$ cat src/hdl/tvmp_pkg.sv
package tvmp_pkg;

   localparam int MAX_MESSAGE_BYTES = 4096;
   localparam int TAG_BITS          = 20;

   localparam int OFFSET_W = $clog2(MAX_MESSAGE_BYTES + 1);
   localparam int START_W  = $clog2(MAX_MESSAGE_BYTES);
   localparam int NUM_W    = 31;
   localparam int COUNT_W  = 32;
   localparam int SUM_W    = 8;

   localparam logic [7:0] SOH_BYTE  = 8'h01;
   localparam logic [7:0] EQ_BYTE   = 8'h3D;
   localparam logic [7:0] ZERO_CHAR = 8'h30;
   localparam logic [7:0] NINE_CHAR = 8'h39;

   localparam logic [TAG_BITS-1:0] CHECKSUM_TAG = TAG_BITS'(10);
   localparam logic [OFFSET_W-1:0] OFFSET_MAX   = OFFSET_W'(MAX_MESSAGE_BYTES);
   localparam logic [OFFSET_W-1:0] START_LIMIT  = OFFSET_W'(MAX_MESSAGE_BYTES - 1);
   localparam logic [START_W-1:0]  START_MAX    = START_W'(MAX_MESSAGE_BYTES - 1);

   typedef enum logic [2:0] {
      PH_TAG   = 3'b001,
      PH_VALUE = 3'b010,
      PH_SKIP  = 3'b100
   } phase_type;

   typedef enum logic [1:0] {
      ST_OK             = 2'd0,
      ST_PARSE_ERROR    = 2'd1,
      ST_CHECKSUM_ERROR = 2'd2
   } status_type;

   typedef enum logic {
      KIND_FIELD  = 1'b0,
      KIND_STATUS = 1'b1
   } kind_type;

   // Everything one byte produces: an optional field beat and an optional status beat.
   typedef struct packed {
      logic                with_field;
      logic                has_status;
      logic [TAG_BITS-1:0] tag;
      logic [NUM_W-1:0]    number;
      logic [7:0]          first_char;
      logic [START_W-1:0]  start;
      logic [OFFSET_W-1:0] length;
      status_type          status;
      logic [COUNT_W-1:0]  ok_count;
      logic [COUNT_W-1:0]  parse_error_count;
      logic [COUNT_W-1:0]  checksum_error_count;
   } result_type;

   function automatic logic is_digit(input logic [7:0] b);
      return (b >= ZERO_CHAR) && (b <= NINE_CHAR);
   endfunction

   function automatic logic [TAG_BITS-1:0] tag_step(input logic [TAG_BITS-1:0] acc,
                                                    input logic [7:0] b);
      logic [TAG_BITS+3:0] wide;
      wide = ({4'd0, acc} << 3) + ({4'd0, acc} << 1) + (TAG_BITS+4)'(b[3:0]);
      if (wide[TAG_BITS+3:TAG_BITS] != 4'd0) begin
         return {TAG_BITS{1'b1}};
      end
      return wide[TAG_BITS-1:0];
   endfunction

   function automatic logic [NUM_W-1:0] num_step(input logic [NUM_W-1:0] acc,
                                                 input logic [7:0] b);
      logic [NUM_W+3:0] wide;
      wide = ({4'd0, acc} << 3) + ({4'd0, acc} << 1) + (NUM_W+4)'(b[3:0]);
      if (wide[NUM_W+3:NUM_W] != 4'd0) begin
         return {NUM_W{1'b1}};
      end
      return wide[NUM_W-1:0];
   endfunction

endpackage

$ cat src/hdl/tvmp_parser.sv
module tvmp_parser
   import tvmp_pkg::*;
(
   input  logic       clock,
   input  logic       reset,
   input  logic       accept,
   input  logic [7:0] data_byte,
   input  logic       end_of_message,
   output logic       push,
   output result_type push_entry
);

   phase_type           phase_ff, phase_in;
   logic [TAG_BITS-1:0] tag_ff, tag_in;
   logic [NUM_W-1:0]    num_ff, num_in;
   logic [7:0]          first_char_ff, first_char_in;
   logic [START_W-1:0]  start_ff, start_in;
   logic [OFFSET_W-1:0] length_ff, length_in;
   logic [OFFSET_W-1:0] offset_ff, offset_in;
   logic [SUM_W-1:0]    running_sum_ff, running_sum_in;
   logic [SUM_W-1:0]    field_sum_ff, field_sum_in;
   logic                check_present_ff, check_present_in;
   logic [NUM_W-1:0]    check_expected_ff, check_expected_in;
   logic [SUM_W-1:0]    check_computed_ff, check_computed_in;
   logic [COUNT_W-1:0]  ok_count_ff, ok_count_in;
   logic [COUNT_W-1:0]  perr_count_ff, perr_count_in;
   logic [COUNT_W-1:0]  cerr_count_ff, cerr_count_in;

   logic                field_fire;
   logic [OFFSET_W-1:0] start_inc;

   assign start_inc = offset_ff + 1'b1;

   always_comb begin
      phase_in          = phase_ff;
      tag_in            = tag_ff;
      num_in            = num_ff;
      first_char_in     = first_char_ff;
      start_in          = start_ff;
      length_in         = length_ff;
      field_sum_in      = field_sum_ff;
      check_present_in  = check_present_ff;
      check_expected_in = check_expected_ff;
      check_computed_in = check_computed_ff;
      ok_count_in       = ok_count_ff;
      perr_count_in     = perr_count_ff;
      cerr_count_in     = cerr_count_ff;
      field_fire        = 1'b0;
      push_entry        = '0;

      unique case (phase_ff)
         PH_TAG: begin
            if (data_byte == EQ_BYTE) begin
               start_in      = (offset_ff >= START_LIMIT) ? START_MAX
                                                          : start_inc[START_W-1:0];
               num_in        = '0;
               first_char_in = '0;
               length_in     = '0;
               phase_in      = PH_VALUE;
               field_fire    = end_of_message;
            end else if (is_digit(data_byte) && !end_of_message) begin
               tag_in = tag_step(tag_ff, data_byte);
            end else begin
               phase_in = PH_SKIP;
            end
         end
         PH_VALUE: begin
            if (data_byte == SOH_BYTE) begin
               field_fire   = 1'b1;
               phase_in     = PH_TAG;
               tag_in       = '0;
               field_sum_in = running_sum_ff + data_byte;
            end else begin
               if (length_ff == '0) begin
                  first_char_in = data_byte;
               end
               if (length_ff != OFFSET_MAX) begin
                  length_in = length_ff + 1'b1;
               end
               if (is_digit(data_byte)) begin
                  num_in = num_step(num_ff, data_byte);
               end
               field_fire = end_of_message;
            end
         end
         PH_SKIP: begin
            phase_in = PH_SKIP;
         end
         default: begin
            phase_in = PH_SKIP;
         end
      endcase

      // A non-empty checksum field captures the sum taken at its own start.
      if (field_fire && (tag_ff == CHECKSUM_TAG) && (length_in != '0)) begin
         check_present_in  = 1'b1;
         check_expected_in = num_in;
         check_computed_in = field_sum_ff;
      end

      running_sum_in = running_sum_ff + data_byte;
      offset_in      = (offset_ff == OFFSET_MAX) ? offset_ff : offset_ff + 1'b1;

      push_entry.with_field = field_fire;
      push_entry.has_status = end_of_message;
      push_entry.tag        = tag_ff;
      push_entry.number     = num_in;
      push_entry.first_char = first_char_in;
      push_entry.start      = start_in;
      push_entry.length     = length_in;
      push_entry.status     = ST_OK;

      if (end_of_message) begin
         if (phase_in == PH_SKIP) begin
            perr_count_in     = perr_count_ff + 1'b1;
            push_entry.status = ST_PARSE_ERROR;
         end else begin
            ok_count_in = ok_count_ff + 1'b1;
            if (check_present_in &&
                ({{(NUM_W-SUM_W){1'b0}}, check_computed_in} != check_expected_in)) begin
               cerr_count_in     = cerr_count_ff + 1'b1;
               push_entry.status = ST_CHECKSUM_ERROR;
            end
         end
      end

      push_entry.ok_count             = ok_count_in;
      push_entry.parse_error_count    = perr_count_in;
      push_entry.checksum_error_count = cerr_count_in;

      // Drop all per-message state after the final byte.
      if (end_of_message) begin
         phase_in          = PH_TAG;
         tag_in            = '0;
         num_in            = '0;
         first_char_in     = '0;
         start_in          = '0;
         length_in         = '0;
         offset_in         = '0;
         running_sum_in    = '0;
         field_sum_in      = '0;
         check_present_in  = 1'b0;
         check_expected_in = '0;
         check_computed_in = '0;
      end
   end

   assign push = accept && (field_fire || end_of_message);

   always_ff @(posedge clock) begin
      if (reset) begin
         phase_ff          <= PH_TAG;
         tag_ff            <= '0;
         num_ff            <= '0;
         first_char_ff     <= '0;
         start_ff          <= '0;
         length_ff         <= '0;
         offset_ff         <= '0;
         running_sum_ff    <= '0;
         field_sum_ff      <= '0;
         check_present_ff  <= 1'b0;
         check_expected_ff <= '0;
         check_computed_ff <= '0;
         ok_count_ff       <= '0;
         perr_count_ff     <= '0;
         cerr_count_ff     <= '0;
      end else if (accept) begin
         phase_ff          <= phase_in;
         tag_ff            <= tag_in;
         num_ff            <= num_in;
         first_char_ff     <= first_char_in;
         start_ff          <= start_in;
         length_ff         <= length_in;
         offset_ff         <= offset_in;
         running_sum_ff    <= running_sum_in;
         field_sum_ff      <= field_sum_in;
         check_present_ff  <= check_present_in;
         check_expected_ff <= check_expected_in;
         check_computed_ff <= check_computed_in;
         ok_count_ff       <= ok_count_in;
         perr_count_ff     <= perr_count_in;
         cerr_count_ff     <= cerr_count_in;
      end
   end

endmodule

$ cat src/hdl/tvmp_result_queue.sv
module tvmp_result_queue
   import tvmp_pkg::*;
(
   input  logic       clock,
   input  logic       reset,
   input  logic       push,
   input  result_type push_entry,
   output logic       not_full,
   output logic       out_valid,
   input  logic       out_ready,
   output result_type out_entry,
   output logic       out_is_field,
   output logic       out_last
);

   result_type  mem_ff [2];
   logic        wr_ptr_ff, wr_ptr_in;
   logic        rd_ptr_ff, rd_ptr_in;
   logic [1:0]  count_ff, count_in;
   logic        sent_field_ff, sent_field_in;
   logic        pop;

   assign not_full     = (count_ff != 2'd2);
   assign out_valid    = (count_ff != 2'd0);
   assign out_entry    = mem_ff[rd_ptr_ff];
   assign out_is_field = out_entry.with_field && !sent_field_ff;
   assign out_last     = !out_is_field || !out_entry.has_status;

   // An entry with both beats leaves only after its status beat.
   assign pop = out_valid && out_ready && out_last;

   always_comb begin
      wr_ptr_in     = push ? ~wr_ptr_ff : wr_ptr_ff;
      rd_ptr_in     = pop ? ~rd_ptr_ff : rd_ptr_ff;
      count_in      = count_ff + {1'b0, push} - {1'b0, pop};
      sent_field_in = sent_field_ff;
      if (pop) begin
         sent_field_in = 1'b0;
      end else if (out_valid && out_ready && out_is_field) begin
         sent_field_in = 1'b1;
      end
   end

   always_ff @(posedge clock) begin
      if (reset) begin
         wr_ptr_ff     <= 1'b0;
         rd_ptr_ff     <= 1'b0;
         count_ff      <= 2'd0;
         sent_field_ff <= 1'b0;
      end else begin
         wr_ptr_ff     <= wr_ptr_in;
         rd_ptr_ff     <= rd_ptr_in;
         count_ff      <= count_in;
         sent_field_ff <= sent_field_in;
      end
   end

   always_ff @(posedge clock) begin
      if (push) begin
         mem_ff[wr_ptr_ff] <= push_entry;
      end
   end

endmodule

$ cat src/hdl/tag_value_message_parser_core.sv
// Tag=value message parser with a modulo-256 checksum check.
// Input channel (req_): one message byte per beat; req_end_of_message marks the
// final byte. Result channel (rsp_): one beat per completed field (rsp_kind 0)
// and one status beat per message (rsp_kind 1: ok, parse error or checksum
// mismatch), along with the running ok / parse-error / checksum-error counters.
// rsp_last_result marks the last beat caused by a given byte.
// Results: a byte's result beats are registered into the result queue when it is taken.
// Throughput: one byte per cycle while req_ready is high; the parser state
// updates in one pass of short logic. A final byte that closes a field gives two
// result beats that hold the result port longer, which can stall the input.
// A two-entry result queue sits between parser and output, so bytes keep flowing
// while a result waits; when the receiver stalls, the queue fills and req_ready
// drops after two pending entries.
// Reset (synchronous, active high) clears the parser to the start of a message,
// zeroes the counters and empties the result queue.
module tag_value_message_parser_core
   import tvmp_pkg::*;
(
   input  logic                clock,
   input  logic                reset,
   input  logic                req_valid,
   output logic                req_ready,
   input  logic [7:0]          req_data_byte,
   input  logic                req_end_of_message,
   output logic                rsp_valid,
   input  logic                rsp_ready,
   output logic                rsp_kind,
   output logic [TAG_BITS-1:0] rsp_field_tag,
   output logic [NUM_W-1:0]    rsp_value_number,
   output logic [7:0]          rsp_value_first_char,
   output logic [START_W-1:0]  rsp_value_start,
   output logic [OFFSET_W-1:0] rsp_value_length,
   output logic [1:0]          rsp_status,
   output logic [COUNT_W-1:0]  rsp_messages_ok_count,
   output logic [COUNT_W-1:0]  rsp_parse_error_count,
   output logic [COUNT_W-1:0]  rsp_checksum_error_count,
   output logic                rsp_last_result
);

   logic       accept;
   logic       push;
   result_type push_entry;
   result_type head;
   logic       head_is_field;
   logic       head_last;
   kind_type   kind;

   assign accept = req_valid && req_ready;

   tvmp_parser u_parser (
      .clock          (clock),
      .reset          (reset),
      .accept         (accept),
      .data_byte      (req_data_byte),
      .end_of_message (req_end_of_message),
      .push           (push),
      .push_entry     (push_entry)
   );

   tvmp_result_queue u_queue (
      .clock        (clock),
      .reset        (reset),
      .push         (push),
      .push_entry   (push_entry),
      .not_full     (req_ready),
      .out_valid    (rsp_valid),
      .out_ready    (rsp_ready),
      .out_entry    (head),
      .out_is_field (head_is_field),
      .out_last     (head_last)
   );

   // Field beats carry the field and status ok; status beats zero the field.
   always_comb begin
      if (head_is_field) begin
         kind                 = KIND_FIELD;
         rsp_field_tag        = head.tag;
         rsp_value_number     = head.number;
         rsp_value_first_char = head.first_char;
         rsp_value_start      = head.start;
         rsp_value_length     = head.length;
         rsp_status           = ST_OK;
      end else begin
         kind                 = KIND_STATUS;
         rsp_field_tag        = '0;
         rsp_value_number     = '0;
         rsp_value_first_char = '0;
         rsp_value_start      = '0;
         rsp_value_length     = '0;
         rsp_status           = head.status;
      end
   end

   assign rsp_kind                 = kind;
   assign rsp_messages_ok_count    = head.ok_count;
   assign rsp_parse_error_count    = head.parse_error_count;
   assign rsp_checksum_error_count = head.checksum_error_count;
   assign rsp_last_result          = head_last;

endmodule

$ cat config.mk
export PLATFORM = sky130hd
export DESIGN_NAME = tag_value_message_parser_core
export DESIGN_NICKNAME = d
export VERILOG_FILES = /design/src/hdl/tvmp_pkg.sv /design/src/hdl/tvmp_parser.sv /design/src/hdl/tvmp_result_queue.sv /design/src/hdl/tag_value_message_parser_core.sv
export SDC_FILE = /design/constraint.sdc
export NUM_CORES = 1
export LEC_CHECK = 0
export ABC_AREA = 1
export ABC_CLOCK_PERIOD_IN_PS = 28600
export BUFFER_PORTS_ARGS = -buffer_cell sky130_fd_sc_hd__buf_2
export CAP_MARGIN = 20
export CORE_MARGIN = 10
export CORE_UTILIZATION = 55
export CTS_CLUSTER_SIZE = 20
export DETAILED_ROUTE_END_ITERATION = 6
export HOLD_SLACK_MARGIN = 0.1
export PLACE_DENSITY = 0.7
export SKIP_LAST_GASP = 1
export SLEW_MARGIN = 5
export SYNTH_ARGS = -nofsm -noshare
export SYNTH_HDL_FRONTEND = slang
export SYNTH_SLANG_ARGS = --single-unit
$ cat constraint.sdc
create_clock -name clock -period 28.6 [get_ports clock]
set_input_delay 2.86 -clock clock [delete_from_list [all_inputs] [get_ports clock]]
set_output_delay 2.86 -clock clock [all_outputs]
set_load 0.005 [all_outputs]
==> implementation parameters, run 1 <==
Parameter                              Value

Final layout
  Area Overhead vs Synth    11.4%
  Number of cells in the finished layout apart from fillers    5,011
  Antenna diode count    0
  NumNets Final    4,318
  Layout cell share with drive strength beyond 1    9.65%
  Finished Cell Area    36,200 sq um
  Fraction of the core area covered by cells at the end of the flow    61.6%
  FF+latch area    16,200 sq um
  Count of filler cells inserted in the layout    5,137
  Multi-input gate area    13,900 sq um

Floorplanning
  Die boundary width    263 um
  Effective utilization at floorplan    55.3%
  Total I/O pin count    199
  Area of the core    58,800 sq um
  Die Outline Area    69,200 sq um
  Die H    263 um
  Floorplan row count    89

Worst setup path
  Crit path buf inv count    3
  Type of destination of the critical path    register
  Most repeated library cell on the critical path    nand2_1
  R2r endpoint    u_queue.mem_ff[0][13]$_DFFE_PP_
  Launch instance of the worst register-to-register path    u_parser.phase_ff[1]$_SDFFE_PP0P_
  Startpoint class of the critical path    input pin
  Instance count on the critical path    28
  Critical-path cell with the highest stage delay    nor2_2
  Reg-to-reg setup timing slack    22.54 ns
  Maximum fanout encountered on the critical timing path    30
  Max stage delay on crit path    0.62 ns
  Delay-heaviest family, CP    simple AND/OR/NAND/NOR gates
  Data required time of the critical path    28.94 ns
  Timing startpoint of the critical path    req_data_byte[3]
  CP arrival    8.16 ns
  Crit Path Class    input pin to register
  Count of cells along the worst register-to-register path    21
  Setup crit end    u_queue.mem_ff[0][13]$_DFFE_PP_

Synthesis
  Yosys reg bits    626
  Synthesis warning total    0
  Sequential area share after synthesis    49.9%
  Avg Inst Size Synth    7.98 sq um
  Count of unique library cells instantiated by Yosys    56
  Most frequent cell after synthesis    nand2_1
  Gate count after technology mapping    4,070
  Top flip-flop cell by instance count after synthesis    edfxtp_1
  Count of flip-flops with a built-in enable after synthesis    368
  Synth area leaders    edfxtp_1 (34%), nand2_1 (16%), dfxtp_1 (16%), a21oi_1 (5.9%), inv_1 (4.9%)
  Top cells by instance count after synthesis    nand2_1 (1,382), inv_1 (424), a21oi_1 (382)
  Cell area after synthesis    32,500 sq um
  Area share of the largest cell type after synthesis    34.0%
  Post-synth top area cell    edfxtp_1
  Async S/R FF share, synth    0%
  Post-synthesis net count    4,204

Routing
  Drt pass-1 iters    6
  Number of vias after detailed routing    26,901
  Number of DRC markers in iteration 0    2,142
  Antenna Violating Nets Remaining    0
  Routed wire per std cell    16.8 um
  Wire length reported by the detailed router    84,100 um
  Vias/cell    5.37
  DRC violation count after routing    0

STA
  Max Clock Skew    0.0299 ns
  Final count of pins violating max slew    0
  Aggregate negative setup slack    0 ns
  Fmax achieved    128 MHz
  Final-report setup violation count    0
  Actual slew at the worst max-slew pin    1.08 ns
  Number of endpoints with negative hold slack in the final report    0
  Final worst path period share    27.4%
  Clock period minus worst slack    7.82 ns
  Unrepaired setup endpoints after global routing    false
  Hold slack final    0.443 ns
  Setup slack of the critical path after layout    20.78 ns
  Worst slew slack as a fraction of its limit    28.3%

Global routing
  Number of global-route vias before repair    25,600
  Overall fraction of global-route tracks in use    23.7%
  Overflow after GRT    0
  Global-route wire length before repair    135,000 um
  Antenna violations before repair    0
  Pin count of the biggest net entering global routing    144

Clock network
  Post-cts repair resize count    0
  CTS H-tree depth    3
  Worst-path clk slew    0.06 ns
  Number of hold-repair buffers added at the cts stage    0
  Master cell of the clock root buffer    clkbuf_16
  Number of clock sinks    626
  TritonCTS clock tree    yes
  CTS max path bufs    3
  CTS Buf Count    67
  Post-CTS setup buffer count    0
  Worst skew pair latency    0.61 ns

Placement
  Placed wire-length estimate    54,800 um
  Worst setup slack after placement    20.22 ns
  RD Place Congestion    0.918
  Placed inst area    33,900 sq um
  Port-buffer cells    198
  Placed Instances    4,887

Outcome
  Outcome    complete, no violations

Power and ir drop
  Total power draw    2.53 mW
  Power density of the placed cells    69.9 nW/um^2
  Peak ir drop on the vdd network    0.0637 mV
  Leakage    16.2 nW

Hold path
  Hold Crit Class    register to register
  Cell depth of the worst hold path    1

Flow run
  Max-cap viol count    0
## cell type report
| cell class | instances | share of cell area [%] |
|---|---|---|
| inverter | 445 | 4.63 |
| multi-input combinational | 2821 | 38.3 |
| sequential | 626 | 44.8 |
| timing repair buffer | 223 | 3.44 |
| clock buffer | 96 | 5.18 |
| clock inverter | 27 | 0.988 |
| tap | 773 | 2.67 |
## registers in the layout (all words and copies together) (netlist names), 20 cells and up, named ones only
name,count
u_parser.ok_count_ff,32
u_parser.cerr_count_ff,32
u_parser.check_expected_ff,31
u_parser.num_ff,31
u_parser.tag_ff,20
u_parser.perr_count_ff,32
u_queue.mem_ff,368
## logic make-up (layout without fill, tap and decap cells)
group / count (synthesis) / after routing / share of synthesized area [%]
AND/OR/NAND/NOR: 2016 / 2016 / 25.7
flip-flops: 626 / 626 / 49.9
buffers and inverters: 623 / 791 / 7.54
AO/OA/AOI/OAI: 586 / 586 / 9.44
adder cells (fa/ha/maj): 121 / 121 / 4.77
XOR/XNOR: 98 / 98 / 2.64
## worst min path at each step
| stage | start | end |
|---|---|---|
| floorplan | u_queue.rd_ptr_ff$_SDFFE_PP0P_ | register |
| global placement | u_queue.rd_ptr_ff$_SDFFE_PP0P_ | register |
| detailed placement | u_queue.rd_ptr_ff$_SDFFE_PP0P_ | register |
| CTS | u_queue.rd_ptr_ff$_SDFFE_PP0P_ | register |
| global route | u_queue.rd_ptr_ff$_SDFFE_PP0P_ | register |
| finish | u_queue.rd_ptr_ff$_SDFFE_PP0P_ | register |
## cell usage in the layout (no fill, tap or decap), drive strengths merged, types with 50 or more instances in the layout
cell type / instances
nand2: 1392
inv: 445
a21oi: 382
edfxtp: 368
nor2: 271
dfxtp: 258
buf: 223
nand3: 197
o21ai: 151
ha: 116
clkbuf: 96
xor2: 90
nand4: 57
nor3: 50
## power breakdown
part	internal [mW]	switching (mW)	total, mW
sequential	1.05	0.0488	1.10
clock	0.524	0.359	0.883
combinational	0.166	0.378	0.544
## per-layer routing
layer / up-vias / wire, um / part of all wire (%) / track usage, %
met4: 0 / 2060 / 2.4 / 6.99
met1: 12503 / 36300 / 43 / 30.7
met3: 129 / 5520 / 6.6 / 4.07
met2: 779 / 40300 / 48 / 40.0
met5: - / 0 / 0 / 0
li1: 13490 / - / - / -
Power figures use the tool's default switching activity.
==> inputs of run 2 (changes only) <==
ABC_CLOCK_PERIOD_IN_PS = 6350   (was 28600)
PLACE_DENSITY = 0.73   (was 0.7)
clock period = 6.35 ns   (was 28.6 ns; I/O delays follow)
==> run 2 against run 1 <==
Power rose to 4.4 times the previous value. Combinational power rose to 4.5 times the previous value. Hold slack improved by 0.0044 ns. Sequential cell count did not move. Via count rose by 0.79%. Global-route usage rose by 0.13 points. Final area fell by 0.22%. Setup slack got worse by 20 ns. Non-clock buffer count rose by 6. Clock-buffer cell count rose by 4. Utilization fell by 0.14 points. Critical path depth rose by 3.
==> implementation parameters, run 2 (synthesized netlist as in run 1, its figures left out) <==
Parameter                              Value

Worst setup path
  CP arrival    5.91 ns (-2.25 ns)
  Critical-path cell with the highest stage delay    fa_1
  Most repeated library cell on the critical path    nand2_1
  Data required time of the critical path    6.85 ns (-22.09 ns)
  Max stage delay on crit path    0.52 ns (-0.10 ns)
  Count of cells along the worst register-to-register path    31 (+48%)
  Crit Path Class    register to register
  Type of destination of the critical path    register
  Maximum fanout encountered on the critical timing path    19 (-37%)
  Startpoint class of the critical path    register

Global routing
  Overall fraction of global-route tracks in use    23.8% (+0.13 points)
  Number of global-route vias before repair    25,553 (-0.18%)
  Global-route wire length before repair    136,000 um (about the same)
  Pin count of the biggest net entering global routing    125 (-13%)
  Antenna violations before repair    2 (+2)
  Overflow after GRT    0 (unchanged)

Power and ir drop
  Peak ir drop on the vdd network    0.294 mV (+360%)
  Leakage    16.2 nW (-0.15%)
  Power density of the placed cells    311 nW/um^2 (+350%)

Final layout
  Commonest cells after routing, fill and taps aside    nand2_1 (1,381), inv_1 (423), a21oi_1 (382)
  Largest reg by FF count    u_queue.mem_ff
  Fraction of the core area covered by cells at the end of the flow    61.4% (-0.14 points)
  Most common cell after layout, fill and taps aside    nand2_1
  Area Overhead vs Synth    11.2%
  Number of flip-flops in the largest register    368 (unchanged)
  NumNets Final    4,324 (+0.14%)
  Antenna diode count    0 (unchanged)
  Number of cells in the finished layout apart from fillers    5,017 (+0.12%)
  Layout cell share with drive strength beyond 1    9.52% (-0.13 points)

STA
  Clock period minus worst slack    5.41 ns
  Final-report setup violation count    0 (unchanged)
  Number of endpoints with negative hold slack in the final report    0 (unchanged)
  Final worst path period share    85.2%
  Fmax achieved    185 MHz
  Final count of pins violating max slew    0 (unchanged)
  Setup slack of the critical path after layout    0.939 ns (-19.84 ns)
  Unrepaired setup endpoints after global routing    false
  Actual slew at the worst max-slew pin    1.08 ns (+0.00462 ns)
  Worst slew slack as a fraction of its limit    28.0% (-0.31 points)
  Max Clock Skew    0.0202 ns (-0.00966 ns)

Clock network
  TritonCTS clock tree    yes
  Worst-path clk slew    0.06 ns (about the same)
  CTS Buf Count    67 (unchanged)
  Number of clock sinks    626 (unchanged)
  CTS H-tree depth    3 (unchanged)
  Post-cts repair resize count    0 (unchanged)
  Worst skew pair latency    0.61 ns (about the same)
  Master cell of the clock root buffer    clkbuf_16
  CTS max path bufs    3 (unchanged)
  Number of hold-repair buffers added at the cts stage    0 (unchanged)
  Post-CTS setup buffer count    0 (unchanged)

Floorplanning
  Die H    263 um (unchanged)
  Area of the core    58,800 sq um (unchanged)
  Floorplan row count    89 (unchanged)
  Total I/O pin count    199 (unchanged)
  Die boundary width    263 um (unchanged)
  Effective utilization at floorplan    55.3% (unchanged)
  Die Outline Area    69,200 sq um (unchanged)

Placement
  RD Place Congestion    0.967 (+5.4%)
  Placed Instances    4,893 (+0.12%)
  Worst setup slack after placement    0.667 ns (-19.55 ns)
  Port-buffer cells    198 (unchanged)
  Placed wire-length estimate    56,100 um (+2.4%)

Routing
  Antenna Violating Nets Remaining    0 (unchanged)
  Number of vias after detailed routing    27,114 (+0.79%)
  DRC violation count after routing    0 (unchanged)
  Vias/cell    5.40 (+0.67%)
  Drt pass-1 iters    6 (unchanged)
  Wire length reported by the detailed router    84,700 um (+0.70%)
  Number of DRC markers in iteration 0    2,167 (+1.2%)
  Routed wire per std cell    16.9 um (+0.58%)

Flow run
  Max-cap viol count    0 (unchanged)

Hold path
  Hold Crit Class    register to register
  Cell depth of the worst hold path    1 (unchanged)

Outcome
  Outcome    complete, no violations
-- run 2: changes by cell type in the layout (fill, tap and decap cells not counted) --
cell	change
buf_16	-1
buf_4	+9
buf_8	-2
bufinv_16	-3
clkbuf_1	+6
clkbuf_16	+3
clkbuf_8	-5
clkinv_1	+4
clkinv_4	-1
clkinvlp_4	-3
inv_6	-1
nor3_1	+1
nor3_2	-1
-- run 2: path summary, 6_finish.rpt --
path	from	end	slack, ns
setup / recovery	u_parser.num_ff[2]$_SDFFE_PP0P_	u_parser.cerr_count_ff[22]$_SDFFE_PP0P_	0.94
hold / removal	u_queue.rd_ptr_ff$_SDFFE_PP0P_	register	0.45
setup reg to reg	u_parser.num_ff[2]$_SDFFE_PP0P_	u_parser.cerr_count_ff[22]$_SDFFE_PP0P_	0.94
hold reg to reg	u_queue.rd_ptr_ff$_SDFFE_PP0P_	register	0.45
-- run 2: cell type report --
| class | count | area, sq um |
|---|---|---|
| Fill cell | 5207 | 22700 |
| Sequential cell | 626 | 16200 |
| Multi-Input combinational cell | 2821 | 13900 |
| Clock buffer | 100 | 1910 |
| Inverter | 445 | 1680 |
| Timing Repair Buffer | 229 | 1250 |
| Tap cell | 773 | 967 |
| Clock inverter | 23 | 243 |
-- run 2: metal layers --
metal	vias to the layer above	global-route usage [%]	share of wire (%)
met5	-	0	0.015
met1	12626	31.1	44
met2	831	39.2	46
met4	2	8.54	3.0
met3	145	4.02	6.8
li1	13510	-	-
-- run 2: per-stage QoR --
stage	instance area [sq um]	power, mW	hold slack [ns]	TNS [ns]
detailed placement	34000	7.51	0.437	0
finish	36100	11.2	0.447	0
global placement	34000	7.47	0.421	0
CTS	36100	11.4	0.446	0
global route	36100	11.8	0.465	0
floorplan	32500	6.46	0.426	-148.88
-- run 2: worst max-delay path, delay by kind of cell (launching register included) --
family | cells | cell delay, ns
AO/OA/AOI/OAI | 1 | 0.13
buffers and inverters | 3 | 0.43
AND/OR/NAND/NOR | 25 | 3.31
flip-flops | 1 | 0.47
adder cells (fa/ha/maj) | 2 | 0.97
-- run 2: where the power goes --
| group | internal [mW] | switching (mW) | total, mW |
|---|---|---|---|
| registers | 4.74 | 0.224 | 4.97 |
| logic | 0.733 | 1.70 | 2.44 |
| clock network | 2.25 | 1.59 | 3.85 |
